### src/iocrob_pkg.sv
package iocrob_pkg;

  localparam int WINDOW_DEPTH = 32;
  localparam int SLOT_IDX_W   = (WINDOW_DEPTH > 1) ? $clog2(WINDOW_DEPTH) : 1;

  typedef logic [SLOT_IDX_W-1:0] slot_idx_t;

  localparam logic [SLOT_IDX_W:0] DEPTH_EXT = (SLOT_IDX_W+1)'(WINDOW_DEPTH);
  localparam slot_idx_t           LAST_IDX  = SLOT_IDX_W'(WINDOW_DEPTH - 1);

  // Function codes
  localparam logic [2:0] FUNC_GET    = 3'd0;
  localparam logic [2:0] FUNC_PUT    = 3'd1;
  localparam logic [2:0] FUNC_CANCEL = 3'd2;
  localparam logic [2:0] FUNC_STOP   = 3'd3;
  localparam logic [2:0] FUNC_START  = 3'd4;

  // Result status codes
  localparam logic [1:0] STAT_OK      = 2'd0;
  localparam logic [1:0] STAT_NOT_RUN = 2'd1;
  localparam logic [1:0] STAT_FULL    = 2'd2;
  localparam logic [1:0] STAT_OUT_WIN = 2'd3;

  typedef enum logic [1:0] {
    SLOT_EMPTY,
    SLOT_RESERVED,
    SLOT_FILLED
  } slot_e;

  typedef struct packed {
    logic [2:0]  func;
    logic [63:0] ts;
    logic        reserve;
    logic [31:0] entry_handle;
  } req_t;

  typedef struct packed {
    logic [1:0]  status;
    logic [63:0] issued_ts;
    logic        emit_valid;
    logic        emit_cancel;
    logic [63:0] emit_ts;
    logic [31:0] emit_handle;
    logic        last;
  } res_t;

  // Controller to datapath
  typedef struct packed {
    logic latch;
    logic decode;
    logic apply;
    logic walk;
    logic tail;
  } cmd_t;

  // Datapath to controller
  typedef struct packed {
    logic need_walk;
    logic walk_end;
  } stat_t;

endpackage

### src/iocrob_ram.sv
module iocrob_ram #(
  parameter int Width = 32,
  parameter int Depth = 32
) (
  input  logic                     clk_i,
  input  logic                     we_i,
  input  logic [$clog2(Depth)-1:0] waddr_i,
  input  logic [Width-1:0]         wdata_i,
  input  logic                     re_i,
  input  logic [$clog2(Depth)-1:0] raddr_i,
  output logic [Width-1:0]         rdata_o
);

  logic [Width-1:0] mem_q [Depth];
  logic [Width-1:0] rdata_q;

  always_ff @(posedge clk_i) begin
    if (we_i) begin
      mem_q[waddr_i] <= wdata_i;
    end
    if (re_i) begin
      rdata_q <= mem_q[raddr_i];
    end
  end

  assign rdata_o = rdata_q;

endmodule

### src/iocrob_ctrl.sv
module iocrob_ctrl
  import iocrob_pkg::*;
(
  input  logic  clk_i,
  input  logic  rst_ni,
  input  logic  start,
  input  stat_t stat_i,
  output cmd_t  cmd_o,
  output logic  busy
);

  typedef enum logic [2:0] {
    S_IDLE,
    S_DECODE,
    S_APPLY,
    S_WALK,
    S_TAIL
  } state_e;

  state_e state_q, state_d;
  logic   busy_q, busy_d;

  always_comb begin
    state_d = state_q;
    case (state_q)
      S_IDLE:   if (start) state_d = S_DECODE;
      S_DECODE: state_d = S_APPLY;
      S_APPLY:  state_d = stat_i.need_walk ? S_WALK : S_TAIL;
      S_WALK:   if (stat_i.walk_end) state_d = S_TAIL;
      S_TAIL:   state_d = S_IDLE;
      default:  state_d = S_IDLE;
    endcase
    busy_d = (state_d != S_IDLE);
  end

  always_ff @(posedge clk_i or negedge rst_ni) begin
    if (!rst_ni) begin
      state_q <= S_IDLE;
      busy_q  <= 1'b0;
    end else begin
      state_q <= state_d;
      busy_q  <= busy_d;
    end
  end

  always_comb begin
    cmd_o        = '0;
    cmd_o.latch  = (state_q == S_IDLE) && start;
    cmd_o.decode = (state_q == S_DECODE);
    cmd_o.apply  = (state_q == S_APPLY);
    cmd_o.walk   = (state_q == S_WALK);
    cmd_o.tail   = (state_q == S_TAIL);
  end

  assign busy = busy_q;

endmodule

### src/iocrob_dp.sv
module iocrob_dp
  import iocrob_pkg::*;
(
  input  logic  clk_i,
  input  logic  rst_ni,
  input  cmd_t  cmd_i,
  input  req_t  req_i,
  output stat_t stat_o,
  output logic  res_valid_o,
  output res_t  res_o
);

  // Architectural state
  logic [63:0] next_q, next_d;
  logic [63:0] oldest_q, oldest_d;
  logic        running_q, running_d;
  slot_idx_t   head_q, head_d;
  slot_e       slot_q [WINDOW_DEPTH];
  slot_e       slot_d [WINDOW_DEPTH];

  // Command and walk state
  req_t        req_q, req_d;
  logic        off_in_q, off_in_d;
  slot_idx_t   off_idx_q, off_idx_d;
  logic [1:0]  status_q, status_d;
  logic [63:0] issued_q, issued_d;
  slot_idx_t   walk_i_q, walk_i_d;
  slot_idx_t   walk_s_q, walk_s_d;
  logic [63:0] walk_ts_q, walk_ts_d;
  logic        stop_mode_q, stop_mode_d;
  logic        pend_valid_q, pend_valid_d;
  logic [63:0] pend_ts_q, pend_ts_d;
  logic        pend_cancel_q, pend_cancel_d;
  logic        pend_filled_q, pend_filled_d;
  res_t        res_q, res_d;
  logic        res_valid_q, res_valid_d;

  // Handle store
  logic        ram_we, ram_re;
  slot_idx_t   ram_waddr;
  logic [31:0] ram_rdata;

  iocrob_ram #(
    .Width (32),
    .Depth (WINDOW_DEPTH)
  ) u_handle_ram (
    .clk_i   (clk_i),
    .we_i    (ram_we),
    .waddr_i (ram_waddr),
    .wdata_i (req_q.entry_handle),
    .re_i    (ram_re),
    .raddr_i (walk_s_q),
    .rdata_o (ram_rdata)
  );

  logic              win_empty;
  logic              is_get;
  logic              moves;
  logic [63:0]       operand;
  logic [63:0]       off;
  logic [SLOT_IDX_W:0] slot_sum;
  slot_idx_t         apply_slot;
  slot_e             walk_st;
  logic              walk_stop_hit;
  logic              walk_found;
  res_t              pend_res;

  always_comb begin
    win_empty = 1'b1;
    for (int k = 0; k < WINDOW_DEPTH; k++) begin
      if (slot_q[k] != SLOT_EMPTY) win_empty = 1'b0;
    end
  end

  assign is_get   = (req_q.func == FUNC_GET);
  assign moves    = win_empty && ((is_get && req_q.reserve) ||
                                  (req_q.func == FUNC_PUT && running_q));
  assign operand  = is_get ? next_q : req_q.ts;
  assign off      = operand - oldest_q;

  assign slot_sum   = {1'b0, head_q} + {1'b0, off_idx_q};
  assign apply_slot = (slot_sum >= DEPTH_EXT) ? SLOT_IDX_W'(slot_sum - DEPTH_EXT)
                                              : SLOT_IDX_W'(slot_sum);

  assign walk_st       = slot_q[walk_s_q];
  assign walk_stop_hit = !stop_mode_q && (walk_st == SLOT_RESERVED);
  assign walk_found    = !walk_stop_hit && (walk_st != SLOT_EMPTY);

  always_comb begin
    pend_res             = '0;
    pend_res.emit_valid  = 1'b1;
    pend_res.emit_cancel = pend_cancel_q;
    pend_res.emit_ts     = pend_ts_q;
    pend_res.emit_handle = pend_filled_q ? ram_rdata : 32'd0;
  end

  always_comb begin
    next_d        = next_q;
    oldest_d      = oldest_q;
    running_d     = running_q;
    head_d        = head_q;
    slot_d        = slot_q;
    req_d         = req_q;
    off_in_d      = off_in_q;
    off_idx_d     = off_idx_q;
    status_d      = status_q;
    issued_d      = issued_q;
    walk_i_d      = walk_i_q;
    walk_s_d      = walk_s_q;
    walk_ts_d     = walk_ts_q;
    stop_mode_d   = stop_mode_q;
    pend_valid_d  = pend_valid_q;
    pend_ts_d     = pend_ts_q;
    pend_cancel_d = pend_cancel_q;
    pend_filled_d = pend_filled_q;
    res_d         = res_q;
    res_valid_d   = 1'b0;
    ram_we        = 1'b0;
    ram_waddr     = apply_slot;
    ram_re        = 1'b0;
    stat_o        = '0;

    if (cmd_i.latch) begin
      req_d = req_i;
    end

    if (cmd_i.decode) begin
      pend_valid_d = 1'b0;
      // An empty window restarts at the stamp in hand for a reserving get or a running put
      if (moves) begin
        oldest_d  = operand;
        off_in_d  = 1'b1;
        off_idx_d = '0;
      end else begin
        off_in_d  = (off[63:SLOT_IDX_W] == '0) &&
                    ({1'b0, off[SLOT_IDX_W-1:0]} < DEPTH_EXT);
        off_idx_d = off[SLOT_IDX_W-1:0];
      end
    end

    if (cmd_i.apply) begin
      status_d    = STAT_OK;
      issued_d    = '0;
      stop_mode_d = (req_q.func == FUNC_STOP);
      walk_i_d    = '0;
      walk_s_d    = head_q;
      walk_ts_d   = oldest_q;
      case (req_q.func)
        FUNC_GET: begin
          if (req_q.reserve && !off_in_q) begin
            status_d = STAT_FULL;
          end else begin
            if (req_q.reserve) slot_d[apply_slot] = SLOT_RESERVED;
            issued_d = next_q;
            next_d   = next_q + 64'd1;
          end
        end
        FUNC_PUT: begin
          if (!running_q) begin
            status_d = STAT_NOT_RUN;
          end else if (!off_in_q) begin
            status_d = STAT_OUT_WIN;
          end else begin
            slot_d[apply_slot] = SLOT_FILLED;
            ram_we             = 1'b1;
            stat_o.need_walk   = 1'b1;
          end
        end
        FUNC_CANCEL: begin
          if (!running_q) begin
            status_d = STAT_NOT_RUN;
          end else if (off_in_q && slot_q[apply_slot] != SLOT_EMPTY) begin
            slot_d[apply_slot] = SLOT_EMPTY;
            stat_o.need_walk   = 1'b1;
          end
        end
        FUNC_STOP: begin
          if (running_q) begin
            running_d        = 1'b0;
            stat_o.need_walk = 1'b1;
          end
        end
        FUNC_START: running_d = 1'b1;
        default: ;
      endcase
    end

    if (cmd_i.walk) begin
      stat_o.walk_end = walk_stop_hit || (walk_i_q == LAST_IDX);
      if (walk_stop_hit) begin
        // Hold release at the first reserved slot unless stopping
        oldest_d = walk_ts_q;
        head_d   = walk_s_q;
      end else if (walk_found) begin
        ram_re            = 1'b1;
        slot_d[walk_s_q]  = SLOT_EMPTY;
        // Send the previous beat now that a later one exists
        if (pend_valid_q) begin
          res_d       = pend_res;
          res_valid_d = 1'b1;
        end
        pend_valid_d  = 1'b1;
        pend_ts_d     = walk_ts_q;
        pend_cancel_d = stop_mode_q;
        pend_filled_d = (walk_st == SLOT_FILLED);
      end
      walk_i_d  = walk_i_q + SLOT_IDX_W'(1);
      walk_s_d  = (walk_s_q == LAST_IDX) ? '0 : walk_s_q + SLOT_IDX_W'(1);
      walk_ts_d = walk_ts_q + 64'd1;
    end

    if (cmd_i.tail) begin
      res_valid_d = 1'b1;
      if (pend_valid_q) begin
        res_d = pend_res;
      end else begin
        res_d           = '0;
        res_d.status    = status_q;
        res_d.issued_ts = issued_q;
      end
      res_d.last   = 1'b1;
      pend_valid_d = 1'b0;
    end
  end

  always_ff @(posedge clk_i or negedge rst_ni) begin
    if (!rst_ni) begin
      next_q       <= '0;
      oldest_q     <= '0;
      running_q    <= 1'b0;
      head_q       <= '0;
      pend_valid_q <= 1'b0;
      res_valid_q  <= 1'b0;
      for (int k = 0; k < WINDOW_DEPTH; k++) begin
        slot_q[k] <= SLOT_EMPTY;
      end
    end else begin
      next_q       <= next_d;
      oldest_q     <= oldest_d;
      running_q    <= running_d;
      head_q       <= head_d;
      pend_valid_q <= pend_valid_d;
      res_valid_q  <= res_valid_d;
      slot_q       <= slot_d;
    end
  end

  always_ff @(posedge clk_i) begin
    req_q         <= req_d;
    off_in_q      <= off_in_d;
    off_idx_q     <= off_idx_d;
    status_q      <= status_d;
    issued_q      <= issued_d;
    walk_i_q      <= walk_i_d;
    walk_s_q      <= walk_s_d;
    walk_ts_q     <= walk_ts_d;
    stop_mode_q   <= stop_mode_d;
    pend_ts_q     <= pend_ts_d;
    pend_cancel_q <= pend_cancel_d;
    pend_filled_q <= pend_filled_d;
    res_q         <= res_d;
  end

  assign res_valid_o = res_valid_q;
  assign res_o       = res_q;

endmodule

### src/in_order_commit_reorder_buffer.sv
// Channel   Signals                 Transfer
// command   start, busy, req_i      beat taken when start is high and busy is low
// result    res_valid_o, res_o      one beat per cycle that res_valid_o is high
//
// A command is latched on acceptance, then passes the decode, apply and tail
// states, its last result beat registered in tail, when nothing is released.
// Put, cancel and stop walk the window one slot per cycle between apply and
// tail, up to WINDOW_DEPTH slots, paced by the single read port of the handle RAM.
// Reset clears the stamps, the running flag and every slot; handles are
// written before they are read. Results cannot be held off by the receiver.
module in_order_commit_reorder_buffer
  import iocrob_pkg::*;
(
  input  logic clk_i,
  input  logic rst_ni,
  input  logic start,
  output logic busy,
  input  req_t req_i,
  output logic res_valid_o,
  output res_t res_o
);

  cmd_t  cmd;
  stat_t stat;

  iocrob_ctrl u_ctrl (
    .clk_i  (clk_i),
    .rst_ni (rst_ni),
    .start  (start),
    .stat_i (stat),
    .cmd_o  (cmd),
    .busy   (busy)
  );

  iocrob_dp u_dp (
    .clk_i       (clk_i),
    .rst_ni      (rst_ni),
    .cmd_i       (cmd),
    .req_i       (req_i),
    .stat_o      (stat),
    .res_valid_o (res_valid_o),
    .res_o       (res_o)
  );

endmodule

### config.mk
export PLATFORM = sky130hd
export DESIGN_NAME = in_order_commit_reorder_buffer
export DESIGN_NICKNAME = d
export VERILOG_FILES = /design/src/iocrob_pkg.sv /design/src/iocrob_ram.sv /design/src/iocrob_ctrl.sv /design/src/iocrob_dp.sv /design/src/in_order_commit_reorder_buffer.sv
export SDC_FILE = /design/constraint.sdc
export NUM_CORES = 2
export LEC_CHECK = 0
export BUFFER_PORTS_ARGS = -buffer_cell sky130_fd_sc_hd__buf_4
export CAP_MARGIN = 20
export CORE_AREA = 4 4 368 334
export DETAILED_ROUTE_END_ITERATION = 16
export DIE_AREA = 0 0 372 338
export HOLD_SLACK_MARGIN = 0.06
export PLACE_DENSITY = 0.79
export SYNTH_ARGS = -nofsm -noshare
export SYNTH_HDL_FRONTEND = slang
export SYNTH_SLANG_ARGS = --single-unit
### constraint.sdc
create_clock -name clk_i -period 10.9 [get_ports clk_i]
set_input_delay 0.545 -clock clk_i [delete_from_list [all_inputs] [get_ports clk_i]]
set_output_delay 0.545 -clock clk_i [all_outputs]
set_load 0.02 [all_outputs]
==> reports/metrics.csv <==
stage;metric;value;unit
setup_path;crit path buf inv count;2;
power;Internal Power;13200;µW
setup_path;Worst path max stage delay;0.69;ns
setup_path;Top delay family on crit path;compound AO/OA/AOI/OAI gates;
setup_path;FF-to-FF End;u_dp.off_in_q;
detailed_routing;drt first pass iters;8;
hold_path;Hold Path Sink;u_ctrl.state_q[0];
sta;RSZ-0062 raised after global routing;false;
synth;Compound-Gate Fraction of Synth Area;6.26;%
detailed_routing;Vias/cell;6.82;
global_routing;number of global-route vias before repair;45915;
cells_and_area;final core occ;70.5;%
power;Seq pwr share;44.5;%
cells_and_area;Cell Count, Final, Fillers Out;6853;
sta;setup ws final;4.56;ns
sta;highest clock rate;158;MHz
setup_path;CP cell instances;or3_4 > buf_4 > mux2i_1 > inv_1 > ha_1 > nand2b_1 > a21oi_1 > o211ai_1 > nand3_1 > a211oi_1 > a21oi_1 > o2111a_1 > or3_1 > a2111oi_0 > nand4_1 > o41ai_2;
sta;relative slew slack;25.6;%
detailed_routing;Antenna Violating Nets Remaining;0;
die;io pins;270;
die;Placeable Area;119000;µm²
clock_network;clk buf depth;3;
power;sw frac;33.6;%
hold_path;hold_sp;start;
placement;DP Area;77400;µm²
sta;# setup viols final;0;
placement;buffers added on ports;269;
global_routing;largest net degree at the start of global routing;151;
clock_network;CTS root buf;clkbuf_16;
synth;adder-cell share of the synthesized area;1.35;%
sta;Tcrit/Tclk final;58.2;%
cells_and_area;number of fill cells in the layout;7299;
clock_network;postcts setup bufs;0;
die;Die W;372;µm
setup_path;Top cell by count, worst path;a21oi_1;
power;Cell Pwr Density;238;nW/µm²
synth;ys flop type;edfxtp_1;
power;combinational share of power;27.3;%
synth;#FFs+latches synth;1738;
clock_network;CTS buffer count;164;
setup_path;Crit Path Max Fanout;65;
sta;clk_skew;0.0417;ns
sta;Max Transition Viols Final;0;
global_routing;initial antenna violation count;2;
setup_path;FF-to-FF path depth;16;
cells_and_area;area delta synth->final;14.0;%
sta;Final Hold Fails;0;
global_routing;first-pass GRT wire length;304000;µm
die;starting density of the core;61.8;%
synth;ranking of synthesized cells by area;edfxtp_1 (63%), mux4_2 (8.9%), dfrtp_1 (7.0%);
detailed_routing;DRC Markers;0;
placement;GP Congestion;0.976;
synth;Yosys cell types;89;
clock_network;Worst-Skew Late Latency;0.82;ns
synth;Netlist Area Pre-Place;73400;µm²
sta;Final TNS setup;0;ns
outcome;status;completed;
sta;Worst Tran Pin Value;1.12;ns
power;leakage;0.0297;µW
setup_path;Startpoint Class;flop;
die;full die area;126000;µm²
detailed_routing;routed vias;46712;
synth;Synthesized Nets;4940;
synth;mux cell area share after synthesis;9.97;%
synth;leading area contributor after synthesis;edfxtp_1;
cells_and_area;nets;5307;
clock_network;Clock Pin Slew Worst Setup and Hold Paths;0.06;ns
clock_network;CTS sink cnt;1738;
die;site row count;120;
hold_path;Worst Hold Class;primary input to flop;
die;Die H;338;µm
cells_and_area;share of cells above drive strength 1;18.4;%
setup_path;critical path class;flop to flop;
power;VDD IR-drop max;0.000181;V
setup_path;reg2reg setup slack;4.56;ns
synth;top-area cell type share of the netlist area;62.7;%
placement;Post-Place Cells;6442;
setup_path;Critical Path RT;11.49;ns
synth;Synth Area in Simple Gates;8.84;%
setup_path;Setup crit end kind;flop;
detailed_routing;routed wire length;212000;µm
sta;Final Critical Period;6.34;ns
run;Max-Cap Viols;0;
cells_and_area;Final Cell Area;83700;µm²
setup_path;RR Startpoint;u_dp.req_q[97];
placement;pre-CTS WS;4.68;ns
detailed_routing;WL/cell;31.0;µm
clock_network;CTS tree;yes;
synth;Ys Warns;0;
synth;XOR/XNOR Fraction of Synth Area;2.04;%
power;clock share of power;28.1;%
synth;gate count of the mapped netlist;4759;
power;switching component of the power;6670;µW
synth;Avg Synthesized Cell Area;15.4;µm²
synth;Post-synth EDFFs;1533;
synth;sequential fraction of the synthesis area;69.7;%
global_routing;GRT Overall Usage;33.2;%
detailed_routing;drt first-iter violations;6907;
synth;largest family of logic cells by synthesized area;multiplexers;
global_routing;total congestion overflow;0;
placement;hpwl dp;115000;µm
synth;Post-synth ARST share;11.7;%
setup_path;CP arrival;6.93;ns
setup_path;crit path max-delay cell type;buf_4;
clock_network;htree depth;4;
hold_path;Hold Path Cell Cnt;3;
per-layer routing:
metal  track usage [%]  up-vias  routed length, µm
li1                  -    19187                  -
met1              43.0    23360              73800
met2              54.9     3444             105000
met3              6.68      719              21600
met4              15.3        2              11500
met5                 0        -                 11
cell type report:
| type | count | area, µm² | share of cell area (%) |
|---|---|---|---|
| Sequential cell | 1738 | 51200 | 61.1 |
| Multi-Input combinational cell | 2661 | 21200 | 25.3 |
| Clock buffer | 216 | 4420 | 5.28 |
| Timing Repair Buffer | 461 | 3800 | 4.54 |
| Tap cell | 1586 | 1980 | 2.37 |
| Clock inverter | 89 | 756 | 0.903 |
| Inverter | 100 | 382 | 0.456 |
| Antenna cell | 2 | 5.00 | 0.00598 |
worst max-delay path by stage:
stage,cells after the start,end,startpoint
after global placement,16,u_dp.off_in_q,u_dp.req_q[97]
after global routing,16,u_dp.off_in_q,u_dp.req_q[97]
after detailed placement,16,u_dp.off_in_q,u_dp.req_q[97]
final,16,u_dp.off_in_q,u_dp.req_q[97]
after floorplan,7,u_dp.res_o[100],u_ctrl.state_q[2]
after CTS,16,u_dp.off_in_q,u_dp.req_q[97]
logic make-up (layout without fill, tap and decap cells):
family | count (synthesis) | after routing
flip-flops | 1738 | 1738
AND/OR/NAND/NOR | 1321 | 1321
AO/OA/AOI/OAI | 723 | 723
multiplexers | 368 | 368
buffers and inverters | 360 | 866
XOR/XNOR | 171 | 171
adder cells (fa/ha/maj) | 78 | 78
other | 0 | 2
tightest hold or removal path: cells and delay by family:
family	cells	cell delay [ns]
buffers and inverters	1	0.08
AND/OR/NAND/NOR	2	0.32
flip-flops by register name, indices dropped and copies added (netlist names), 64 cells and up:
signal and count:
u_dp.next_q 64, u_dp.pend_ts_q 64, u_dp.res_o 165, u_dp.issued_q 64
u_dp.req_q 100, u_dp.u_handle_ram.mem_q 1024, u_dp.oldest_q 64, u_dp.walk_ts_q 64
u_dp.slot_q 64
cells in the final DEF (no fill, tap or decap), types with 13 or more instances in the layout:
cell type,n
a21oi_1,182
and3_1,127
o22ai_1,41
or3_1,13
nand2b_1,17
nor2_1,188
nor3_1,66
clkbuf_16,165
o21ai_0,177
and2_1,142
buf_4,353
clkinv_1,40
mux4_2,290
nand4_1,82
clkbuf_1,41
clkinv_2,19
o21a_1,16
o211ai_1,15
xnor2_1,121
nor3_2,36
inv_1,98
a221oi_1,32
dfrtp_1,204
dlygate4sd3_1,101
a21o_1,20
ha_1,76
edfxtp_1,1533
nor4_1,28
nand3_1,79
a22oi_1,139
mux2i_1,70
xor2_1,50
nand2_1,464
power groups by stage:
stage                     Sequential (µW)  Clock [µW]  Combinational [µW]
after floorplan                      8840           0                3540
after global placement               8910           0                5210
after detailed placement             8940           0                5240
after CTS                            8820        5610                5340
after global routing                 8910        5940                5820
final                                8850        5590                5440
through the flow:
stage,total power (µW),hold slack (ns)
after floorplan,12400,0.249
after global placement,14100,0.434
after detailed placement,14200,0.434
after CTS,19800,0.121
after global routing,20700,0.158
final,19900,0.167
cells in the mapped netlist, types with 8 or more instances:
master	count
nand4_1	82
dfrtp_1	204
xor2_1	50
a221oi_1	32
a22oi_1	139
nor4_1	28
xnor2_1	121
a31oi_1	11
inv_1	99
o21ai_0	177
edfxtp_1	1533
or2_2	8
a211oi_1	10
nand2_1	467
mux2i_1	70
or3_1	14
and3_1	128
clkbuf_1	210
and2_1	143
nor2b_1	13
o31ai_1	8
and4_1	10
nand3_1	80
o211ai_1	15
o21a_1	16
nor3_1	101
a21oi_1	184
mux4_2	290
nand3b_1	9
o22ai_1	41
ha_1	76
nand2b_1	18
a21o_1	20
mux2_2	8
nor2_1	190
buf_1	40
timing repair:
action,CTS,global route
hold buffers,101,0
resized for setup,0,0
hold endpoints to repair,180,0
(Power assumes the default switching activity.)
